### src/design/octahedral_normal_encoder_assert.svh
// Assertion helpers shared by the encoder modules.
// Every property samples on i_clk and is off while i_rst_n is low.
`ifndef OCTAHEDRAL_NORMAL_ENCODER_ASSERT_SVH
`define OCTAHEDRAL_NORMAL_ENCODER_ASSERT_SVH

// Same-cycle implication.
`define ONENC_ASSERT_NOW(lbl, ante, cons, msg) \
    lbl: assert property (@(posedge i_clk) disable iff (!i_rst_n) (ante) |-> (cons)) \
        else $error(msg);

// Next-cycle implication.
`define ONENC_ASSERT_NEXT(lbl, ante, cons, msg) \
    lbl: assert property (@(posedge i_clk) disable iff (!i_rst_n) (ante) |=> (cons)) \
        else $error(msg);

`endif

### src/design/onenc_pkg.sv
package onenc_pkg;

    localparam int unsigned COMPONENT_BITS_DEF = 16;

    // Per-item flags that ride along with the divider data
    typedef struct packed {
        logic neg_x;
        logic neg_y;
        logic neg_z;
        logic deg;
    } t_side;

endpackage

### src/design/octahedral_normal_encoder.sv
// Pipeline stages from input transfer to output valid
// (one stage for magnitudes and L1 norm, one divider stage per quotient bit, one output stage).
// Throughput: one normal per cycle unless stalled; the divider gives one quotient bit per stage.
// Each stage has its own valid bit, so a stall closes bubbles and holds full stages.
// Reset (synchronous, active low) clears all valid bits; data registers are not reset.
`include "octahedral_normal_encoder_assert.svh"

module octahedral_normal_encoder #(
    parameter int unsigned COMPONENT_BITS = onenc_pkg::COMPONENT_BITS_DEF,
    localparam int unsigned IN_DW  = ((3 * COMPONENT_BITS + 7) / 8) * 8,
    localparam int unsigned OUT_DW = ((2 * COMPONENT_BITS + 7) / 8) * 8
) (
    input  logic              i_clk,
    input  logic              i_rst_n,
    input  logic              i_s_axis_tvalid,
    output logic              o_s_axis_tready,
    input  logic [IN_DW-1:0]  i_s_axis_tdata,   // normal_x, normal_y, normal_z
    output logic              o_m_axis_tvalid,
    input  logic              i_m_axis_tready,
    output logic [OUT_DW-1:0] o_m_axis_tdata,   // code_u, code_v
    output logic [0:0]        o_m_axis_tuser    // degenerate
);

    localparam int unsigned W = COMPONENT_BITS;
    localparam logic [W-1:0] ONE     = {1'b1, {(W-1){1'b0}}};
    localparam logic [W-1:0] MAX_POS = {1'b0, {(W-1){1'b1}}};

    logic [W-1:0] in_x;
    logic [W-1:0] in_y;
    logic [W-1:0] in_z;
    logic [W-1:0] n_mx;
    logic [W-1:0] n_my;
    logic [W-1:0] n_mz;
    logic [W:0]   n_l1;

    logic             r_s0_vld;
    logic [W-1:0]     r_s0_mx;
    logic [W-1:0]     r_s0_my;
    logic [W:0]       r_s0_l1;
    onenc_pkg::t_side r_s0_side;
    onenc_pkg::t_side n_s0_side;
    logic             s0_rdy;

    logic             div_rdy;
    logic             div_vld;
    logic [W-1:0]     div_qx;
    logic [W-1:0]     div_qy;
    onenc_pkg::t_side div_side;

    logic             r_out_vld;
    logic [W-1:0]     r_u;
    logic [W-1:0]     r_v;
    logic             r_deg;
    logic [W-1:0]     n_u;
    logic [W-1:0]     n_v;
    logic [W-1:0]     mag_u;
    logic [W-1:0]     mag_v;
    logic             out_rdy;

    assign in_x = i_s_axis_tdata[W-1:0];
    assign in_y = i_s_axis_tdata[2*W-1:W];
    assign in_z = i_s_axis_tdata[3*W-1:2*W];

    // Magnitudes; the most negative code maps to 2^(W-1) exactly
    always_comb begin
        n_mx = in_x[W-1] ? (~in_x + W'(1)) : in_x;
        n_my = in_y[W-1] ? (~in_y + W'(1)) : in_y;
        n_mz = in_z[W-1] ? (~in_z + W'(1)) : in_z;
        n_l1 = {1'b0, n_mx} + {1'b0, n_my} + {1'b0, n_mz};
        n_s0_side.neg_x = in_x[W-1];
        n_s0_side.neg_y = in_y[W-1];
        n_s0_side.neg_z = in_z[W-1];
        n_s0_side.deg   = (in_x == '0) && (in_y == '0) && (in_z == '0);
    end

    assign s0_rdy          = !r_s0_vld || div_rdy;
    assign o_s_axis_tready = s0_rdy;

    always_ff @(posedge i_clk) begin
        if (!i_rst_n) begin
            r_s0_vld <= 1'b0;
        end else if (s0_rdy) begin
            r_s0_vld <= i_s_axis_tvalid;
        end
    end

    always_ff @(posedge i_clk) begin
        if (s0_rdy && i_s_axis_tvalid) begin
            r_s0_mx   <= n_mx;
            r_s0_my   <= n_my;
            r_s0_l1   <= n_l1;
            r_s0_side <= n_s0_side;
        end
    end

    onenc_div #(
        .W (W)
    ) u_div (
        .i_clk   (i_clk),
        .i_rst_n (i_rst_n),
        .i_valid (r_s0_vld),
        .o_ready (div_rdy),
        .i_mag_x (r_s0_mx),
        .i_mag_y (r_s0_my),
        .i_l1    (r_s0_l1),
        .i_side  (r_s0_side),
        .o_valid (div_vld),
        .i_ready (out_rdy),
        .o_q_x   (div_qx),
        .o_q_y   (div_qy),
        .o_side  (div_side)
    );

    // Fold when z is negative, apply signs and saturate; degenerate normals give zero
    always_comb begin
        mag_u = div_side.neg_z ? (ONE - div_qy) : div_qx;
        mag_v = div_side.neg_z ? (ONE - div_qx) : div_qy;
        if (div_side.neg_x) begin
            n_u = ~mag_u + W'(1);
        end else begin
            n_u = mag_u[W-1] ? MAX_POS : mag_u;
        end
        if (div_side.neg_y) begin
            n_v = ~mag_v + W'(1);
        end else begin
            n_v = mag_v[W-1] ? MAX_POS : mag_v;
        end
        if (div_side.deg) begin
            n_u = '0;
            n_v = '0;
        end
    end

    assign out_rdy = !r_out_vld || i_m_axis_tready;

    always_ff @(posedge i_clk) begin
        if (!i_rst_n) begin
            r_out_vld <= 1'b0;
        end else if (out_rdy) begin
            r_out_vld <= div_vld;
        end
    end

    always_ff @(posedge i_clk) begin
        if (out_rdy && div_vld) begin
            r_u   <= n_u;
            r_v   <= n_v;
            r_deg <= div_side.deg;
        end
    end

    assign o_m_axis_tvalid   = r_out_vld;
    assign o_m_axis_tdata    = OUT_DW'({r_v, r_u});
    assign o_m_axis_tuser[0] = r_deg;

    `ONENC_ASSERT_NOW(a_deg_codes_zero, r_out_vld && r_deg, (r_u == '0) && (r_v == '0), "degenerate normal with nonzero code")
    `ONENC_ASSERT_NOW(a_deg_matches_norm, r_s0_vld, r_s0_side.deg == (r_s0_l1 == '0), "degenerate flag disagrees with L1 norm")
    `ONENC_ASSERT_NEXT(a_accept_fills_s0, i_s_axis_tvalid && o_s_axis_tready, r_s0_vld, "accepted transfer not captured")

endmodule

### src/design/onenc_div.sv
`include "octahedral_normal_encoder_assert.svh"

// Restoring divider pipeline: one quotient bit per stage for x and y in parallel.
// Computes q = mag * 2^(W-1) / l1 with mag <= l1, so q lies in 0 .. 2^(W-1).
module onenc_div #(
    parameter int unsigned W = onenc_pkg::COMPONENT_BITS_DEF
) (
    input  logic                 i_clk,
    input  logic                 i_rst_n,
    input  logic                 i_valid,
    output logic                 o_ready,
    input  logic [W-1:0]         i_mag_x,
    input  logic [W-1:0]         i_mag_y,
    input  logic [W:0]           i_l1,
    input  onenc_pkg::t_side     i_side,
    output logic                 o_valid,
    input  logic                 i_ready,
    output logic [W-1:0]         o_q_x,
    output logic [W-1:0]         o_q_y,
    output onenc_pkg::t_side     o_side
);

    logic [W:0]        r_rx   [W];
    logic [W:0]        r_ry   [W];
    logic [W:0]        r_l1   [W];
    logic [W-1:0]      r_qx   [W];
    logic [W-1:0]      r_qy   [W];
    onenc_pkg::t_side  r_side [W];
    logic [W-1:0]      r_vld;
    logic [W:0]        w_rdy;

    assign w_rdy[W] = i_ready;
    assign o_ready  = w_rdy[0];

    for (genvar j = 0; j < W; j++) begin : gen_stage
        logic [W+1:0]     num_x;
        logic [W+1:0]     num_y;
        logic [W:0]       den;
        logic             vin;
        logic [W-1:0]     qx_in;
        logic [W-1:0]     qy_in;
        onenc_pkg::t_side side_in;
        logic [W+2:0]     diff_x;
        logic [W+2:0]     diff_y;
        logic             ge_x;
        logic             ge_y;

        if (j == 0) begin : gen_first
            assign num_x   = {2'b00, i_mag_x};
            assign num_y   = {2'b00, i_mag_y};
            assign den     = i_l1;
            assign vin     = i_valid;
            assign qx_in   = '0;
            assign qy_in   = '0;
            assign side_in = i_side;
        end else begin : gen_next
            assign num_x   = {r_rx[j-1], 1'b0};
            assign num_y   = {r_ry[j-1], 1'b0};
            assign den     = r_l1[j-1];
            assign vin     = r_vld[j-1];
            assign qx_in   = r_qx[j-1];
            assign qy_in   = r_qy[j-1];
            assign side_in = r_side[j-1];
        end

        assign diff_x = {1'b0, num_x} - {2'b00, den};
        assign diff_y = {1'b0, num_y} - {2'b00, den};
        assign ge_x   = ~diff_x[W+2];
        assign ge_y   = ~diff_y[W+2];

        // A stage takes new data when it is empty or its content moves on
        assign w_rdy[j] = !r_vld[j] || w_rdy[j+1];

        always_ff @(posedge i_clk) begin
            if (!i_rst_n) begin
                r_vld[j] <= 1'b0;
            end else if (w_rdy[j]) begin
                r_vld[j] <= vin;
            end
        end

        always_ff @(posedge i_clk) begin
            if (w_rdy[j] && vin) begin
                r_rx[j]   <= ge_x ? diff_x[W:0] : num_x[W:0];
                r_ry[j]   <= ge_y ? diff_y[W:0] : num_y[W:0];
                r_qx[j]   <= {qx_in[W-2:0], ge_x};
                r_qy[j]   <= {qy_in[W-2:0], ge_y};
                r_l1[j]   <= den;
                r_side[j] <= side_in;
            end
        end
    end

    assign o_valid = r_vld[W-1];
    assign o_q_x   = r_qx[W-1];
    assign o_q_y   = r_qy[W-1];
    assign o_side  = r_side[W-1];

    `ONENC_ASSERT_NOW(a_rem_x_below_den, r_vld[W-1] && (r_l1[W-1] != '0), r_rx[W-1] < r_l1[W-1], "x remainder not below divisor")
    `ONENC_ASSERT_NOW(a_rem_y_below_den, r_vld[W-1] && (r_l1[W-1] != '0), r_ry[W-1] < r_l1[W-1], "y remainder not below divisor")
    `ONENC_ASSERT_NOW(a_quot_sum_bound, r_vld[W-1] && (r_l1[W-1] != '0), ({1'b0, r_qx[W-1]} + {1'b0, r_qy[W-1]}) <= ((W+1)'(1) << (W-1)), "quotient sum exceeds one")

endmodule

### config.mk
export PLATFORM = sky130hd
export DESIGN_NAME = octahedral_normal_encoder
export DESIGN_NICKNAME = d
export VERILOG_FILES = /design/src/design/onenc_pkg.sv /design/src/design/octahedral_normal_encoder.sv /design/src/design/onenc_div.sv
export VERILOG_INCLUDE_DIRS = /design/src /design/src/design
export SDC_FILE = /design/constraint.sdc
export NUM_CORES = 2
export LEC_CHECK = 0
export BUFFER_PORTS_ARGS = -buffer_cell sky130_fd_sc_hd__buf_2
export CORE_MARGIN = 2
export CORE_UTILIZATION = 40
export CTS_BUF_LIST = sky130_fd_sc_hd__clkbuf_4
export DETAILED_ROUTE_END_ITERATION = 8
export SYNTH_ARGS = -nofsm -noshare
export SYNTH_HDL_FRONTEND = slang
export SYNTH_SLANG_ARGS = --single-unit
### constraint.sdc
create_clock -name i_clk -period 10.35 [get_ports i_clk]
set_clock_uncertainty 0.1 [all_clocks]
set_input_delay 0.5175 -clock i_clk [delete_from_list [all_inputs] [get_ports i_clk]]
set_output_delay 0.5175 -clock i_clk [all_outputs]
set_load 0.005 [all_outputs]
-- Yosys cells after proc, flatten, opt, wreduce, memory -nomap -nowiden
Memories as Yosys holds them, arrays and structs flattened.
Index checks and enable logic that the tools add are counted.
- register bits: 104
- memory bits (writable): 1392
- input bits: 52
- output and inout bits: 35
- memories: 6
- $add $sub $neg: 41
- multiplexer cells: 73
- bitwise logic cells: 37
- reduce and logical (&&, ||, !) cells: 59
- memory list (memory ; words ; width ; read ports ; clocked after memory_dff ; write ports ; line ; text):
    u_div.r_l1 ; 16 ; 17 ; 15 ; 0 ; 16 ; onenc_div.sv:25 ; logic [W:0] r_l1 [W];
    u_div.r_rx ; 16 ; 17 ; 15 ; 0 ; 16 ; onenc_div.sv:23 ; logic [W:0] r_rx [W];
    u_div.r_ry ; 16 ; 17 ; 15 ; 0 ; 16 ; onenc_div.sv:24 ; logic [W:0] r_ry [W];
    u_div.r_qx ; 16 ; 16 ; 16 ; 0 ; 16 ; onenc_div.sv:26 ; logic [W-1:0] r_qx [W];
    u_div.r_qy ; 16 ; 16 ; 16 ; 0 ; 16 ; onenc_div.sv:27 ; logic [W-1:0] r_qy [W];
    u_div.r_side ; 16 ; 4 ; 16 ; 0 ; 16 ; onenc_div.sv:28 ; onenc_pkg::t_side r_side [W];
- operators by type and width (operator ; count):
    18-bit by 17-bit subtractor with 19-bit output ; 30
    17-bit 2-to-1 mux ; 32
    16-bit 2-to-1 mux ; 7
    16-bit by 1-bit adder with 16-bit output (second input constant) ; 5
    16-bit inverter ; 5
    16-bit logical NOT ; 3
    16-bit by 17-bit subtractor with 18-bit output ; 2
    1-bit 2-to-1 mux ; 32
    1-bit inverter ; 32
    16-bit subtractor (first input constant) ; 2
    15-bit 2-to-1 mux ; 2
    1-bit logical AND ; 20
    1-bit logical NOT ; 18
    1-bit logical OR ; 18
    16-bit by 16-bit adder with 17-bit output ; 1
    17-bit by 16-bit adder with 17-bit output ; 1

-- Logic depth before layout (Yosys ltp)
- depth in word-level cells: 21
- depth in mapped cells: 18

-- Cells and area by module
Synthesis repeated with hierarchy kept, for this count alone.
- cell total of the unflattened synthesis: 5836
- area, all modules: 70406.3 um2
- modules (own cells, without submodules) (module ; times used ; cells an instance ; area an instance (um2)):
    onenc_div ; 1 ; 5132 ; 63350.8
    octahedral_normal_encoder ; 1 ; 704 ; 7055.5

-- Worst setup path after synthesis
Ideal clock, no wire load.
- path kind: input -> register
- start: in i_m_axis_tready
- end: mem u_div.r_l1[1][100] in the netlist's numbering, enable pin
- arrival time: 6.840 ns
- setup slack: 2.759 ns
- stages on the path: 3
- cell sequence: nor2b_1 -> and3_1 -> a21boi_0
- RTL lines (what ; line ; text):
    from (decl) ; octahedral_normal_encoder.sv:19 ; input logic i_m_axis_tready,
    to (decl) ; onenc_div.sv:25 ;

-- Final worst setup path
- start: reg r_out_vld, in the netlist o_m_axis_tvalid
- end: out o_s_axis_tready
- word-level cells in the longest chain between the ends: 19
- ends and longest elaborated chain (what ; line ; text):
    from (decl) ; octahedral_normal_encoder.sv:50 ; logic r_out_vld;
    from (signal assigned) ; octahedral_normal_encoder.sv:140 ; r_out_vld <= div_vld;
    1-bit logical NOT ; octahedral_normal_encoder.sv:134 ; assign out_rdy = !r_out_vld || i_m_axis_tready;
    1-bit logical OR ; octahedral_normal_encoder.sv:134 ;
    1-bit logical OR (16 in a row) ; onenc_div.sv:72 ; assign w_rdy[j] = !r_vld[j] || w_rdy[j+1];
    1-bit logical OR ; octahedral_normal_encoder.sv:76 ; assign s0_rdy = !r_s0_vld || div_rdy;
    to (decl) ; octahedral_normal_encoder.sv:16 ; output logic o_s_axis_tready,
No other way between the ends.

==> results by group <==
Final layout
  • NumNets Final: between 6k and 7k
  • P&R area growth vs syn: 12.29%
  • Share of cells above drive strength 1: 15.62%
  • FILL cells: about 16k
  • Most common cell after layout, fill and taps aside: edfxtp_1
  • Non-Filler Cell Area, Final: ~0.077 mm2
  • Most frequent cells in the layout: 1187 x edfxtp_1, 534 x ha_1, 477 x clkbuf_4
  • Flip-flop and latch area: ~0.036 mm2
  • Multi-input logic area: 0.03086 mm2

Critical path
  • Register-to-register setup slack: between 5 and 6 ns
  • Crit path to: o_s_axis_tready
  • Worst setup path class: reg2out
  • R2r startpoint: u_div.r_l1[0][36]
  • Setup crit start: o_m_axis_tvalid
  • Critical path arrival: just under 5 ns
  • Worst-path fanout max: 6
  • R2r endpoint: u_div.r_rx[0][53]
  • Critical Path Start Type: register
  • FF-to-FF path depth: 10
  • Crit path required time: about 10 ns
  • Crit end category: output port

Clock network
  • Largest buffer count on any clock path: 4
  • H-tree levels: 5
  • Cts repair resizes: 0
  • Clk Latency, worst-skew pair: 1.34 ns
  • CTS Sinks: approximately 1.2k
  • CTS tree: done
  • Clk slew on worst S/H paths: 0.06 ns
  • Num CTS Buffers: 336
  • CTS Root Cell: clkbuf_4

Global routing
  • Largest net degree at the start of global routing: 80
  • Number of global-route vias before repair: 47.43k
  • Wire length of the first global-routing pass: 248.6 mm
  • GRT Total Usage: between 10% and 20%
  • GR Overflow Total: 0
  • Initial antenna violation count: 4

Logic synthesis
  • Top cell type's share of synthesized area: between 50% and 60%
  • Avg Synthesized Cell Area: approximately 12 um2
  • Syn Inst Count: about 5.8k
  • Post-synthesis register bit count: 1205
  • Asr flop ratio synth: 0%
  • Top cell type by total area after synthesis: edfxtp_1
  • Count of cell types in the netlist: 78
  • Synthesized Nets: about 6.4k
  • EDFF count, synth: 1187
  • Synth warn: 0
  • Sequential share of the synthesized area: about 52%
  • Synthesized area: between 0.06 and 0.07 mm2
  • Synth top area cells: edfxtp_1 52%, ha_1 9.7%, mux2_2 4.7%
  • Ys flop type: edfxtp_1

Power
  • Leakage: 29.43 nW
  • Reg power frac: between 50% and 60%
  • Psw: ~2.7 mW
  • Logic gate share of total power: between 10% and 20%
  • Clk pwr share: ~38%
  • Design Power: 10.95 mW
  • Max VDD drop: roughly 0.00012 V
  • Sw Ratio: between 20% and 30%
  • Internal power: 8.234 mW
  • Power per cell area: between 100 and 150 mW/mm2

Hold path
  • Hold Path Class: in2reg
  • Critical hold path startpoint: i_m_axis_tready

Timing
  • RSZ-0062 raised after global routing: false
  • Setup violators final: 0
  • Minimum clock period: around 5.5 ns
  • Max-slew violations: 0
  • Crit share post-route: a little over half
  • Relative slew slack: 21.52%
  • Fmax achieved: about 180 MHz
  • Post-route setup TNS: 0 ns
  • Slew @ Worst Pin: approximately 1.2 ns
  • Hold violation total from the final report: 0

Routing
  • Drt initial violations: about 2.3k
  • WL final: ~160 mm
  • WL per Instance: 17.95 um
  • Via count: between 40k and 50k
  • Residual DRC count: 0
  • Post-DRT Antenna Nets: 0
  • Vias/cell: approximately 5.3
  • Drt pass-1 iters: 6

Floorplan
  • Site row count: between 150 and 200
  • Die Height: approximately 420 um
  • Die X-Extent: between 400 and 500 um
  • # IOs: 87
  • Die area: 0.1749 mm2
  • Initial Util: between 40% and 50%
  • Core Box Area: approximately 0.17 mm2

Place
  • Buffers added on ports: between 80 and 90
  • Post-detail-place hpwl: around 120 mm
  • Routability cong.: between 0.9 and 1
  • Cell area after placement: 0.07204 mm2

Run status
  • Outcome: complete, no violations

Flow run
  • Max Cap Viol: 0
-- Yosys cell counts, drive strengths merged (22+ instances only) --
library cell     n
xor2           157
ha             534
nand2          269
o21ai          345
mux2i           50
a21o            72
edfxtp        1187
nand3          101
fa              47
nor3           140
o21a           127
inv            442
a21oi          295
xnor2          279
o211ai          23
a41oi           22
nor2           374
a211oi          36
nand3b          24
or3             38
and3            68
clkbuf          57
o31a            33
nand2b          94
a31oi           48
o31ai           54
nor2b          141
and2            32
nor4            26
mux2           303
o2111ai         28
or2             29
-- area by class of cell --
type / instances / share of cell area (%)
clock inverter: 83 / 0.5276
inverter: 442 / 2.153
timing repair buffer: 226 / 2.250
tap: 2233 / 3.625
antenna: 12 / 0.03896
multi-input combinational: 4039 / 40.04
sequential: 1205 / 46.72
clock buffer: 477 / 4.646
-- per-stage QoR --
stage	setup WS [ns]	std cells	util, %	hold WS (ns)
floorplan	2.759	5764	-	0.3003
global placement	5.867	8044	42.14	0.3012
detailed placement	5.845	8044	42.14	0.3045
CTS	4.699	8705	45.06	0.02365
global route	4.451	8716	45.07	0.08873
finish	4.853	8717	45.08	0.1958
-- power groups by stage --
stage          registers (mW)  logic, mW  clock network, mW
2_1_floorplan            5.58      0.999                  0
3_3_place_gp             5.62       1.24                  0
3_5_place_dp             5.62       1.27                  0
4_1_cts                  5.51       1.31               4.30
5_1_grt                  5.52       1.48               4.55
6_report                 5.51       1.31               4.12
-- worst min-delay path by stage --
stage	end	slack (ns)	depth (start not counted)
CTS	r_s0_l1[11]	0.02	6
floorplan	u_div.r_qx[0][100]	0.30	0
detailed placement	u_div.r_qx[1][109]	0.30	0
global route	o_m_axis_tvalid	0.09	4
finish	o_m_axis_tvalid	0.20	4
global placement	u_div.r_qx[1][98]	0.30	0
-- per-layer routing --
metal / vias to the layer above / part of all wire, % / GRT usage, % / wire length (um)
met1: 21990 / 40 / 19.43 / 62570
met2: 906 / 53 / 33.44 / 82590
met4: 0 / 3.9 / 8.040 / 6049
met5: - / 0 / 0 / 0
li1: 22680 / - / - / -
met3: 336 / 3.4 / 3.265 / 5294
-- sequential cells by signal, indices dropped and copies added (netlist names) --
register	cells
o_m_axis_tuser	1
o_m_axis_tvalid	1
r_s0_l1	17
r_s0_mx	16
r_s0_my	16
r_s0_side	4
r_s0_vld	1
r_u	16
r_v	16
u_div.gen_stage.vin	15
u_div.o_valid	1
u_div.r_l1	255
u_div.r_qx	136
u_div.r_qy	136
u_div.r_rx	255
u_div.r_ry	255
u_div.r_side	64
-- worst max-delay path, cell delays in order, from the launching register on --
cell	delay (ns)
dfxtp_1	0.33
nor2b_1	0.49
and3_1	0.42
and3_1	0.43
nand2_1	0.21
nor3_1	0.69
and2_0	0.61
nand3_1	0.17
buf_2	0.23
-- kinds of logic (layout without fill, tap and decap cells) --
| kind of cell | Yosys count | count (layout) | share of synthesized area, % |
|---|---|---|---|
| xor+xnor | 436 | 436 | 5.564 |
| simple gates | 1402 | 1402 | 10.30 |
| compound gates | 1267 | 1267 | 11.98 |
| fa+ha+maj | 581 | 581 | 11.11 |
| buf+inv | 520 | 1228 | 2.877 |
| other cells | 0 | 12 | 0 |
| flops | 1205 | 1205 | 52.46 |
| mux | 353 | 353 | 5.719 |
-- timing repair --
action	in CTS	in global routing
hold buffers	101	0
setup buffers	0	0
endpoints found under the hold margin	62	0
Note: power is estimated with default switching activity, not from simulation.
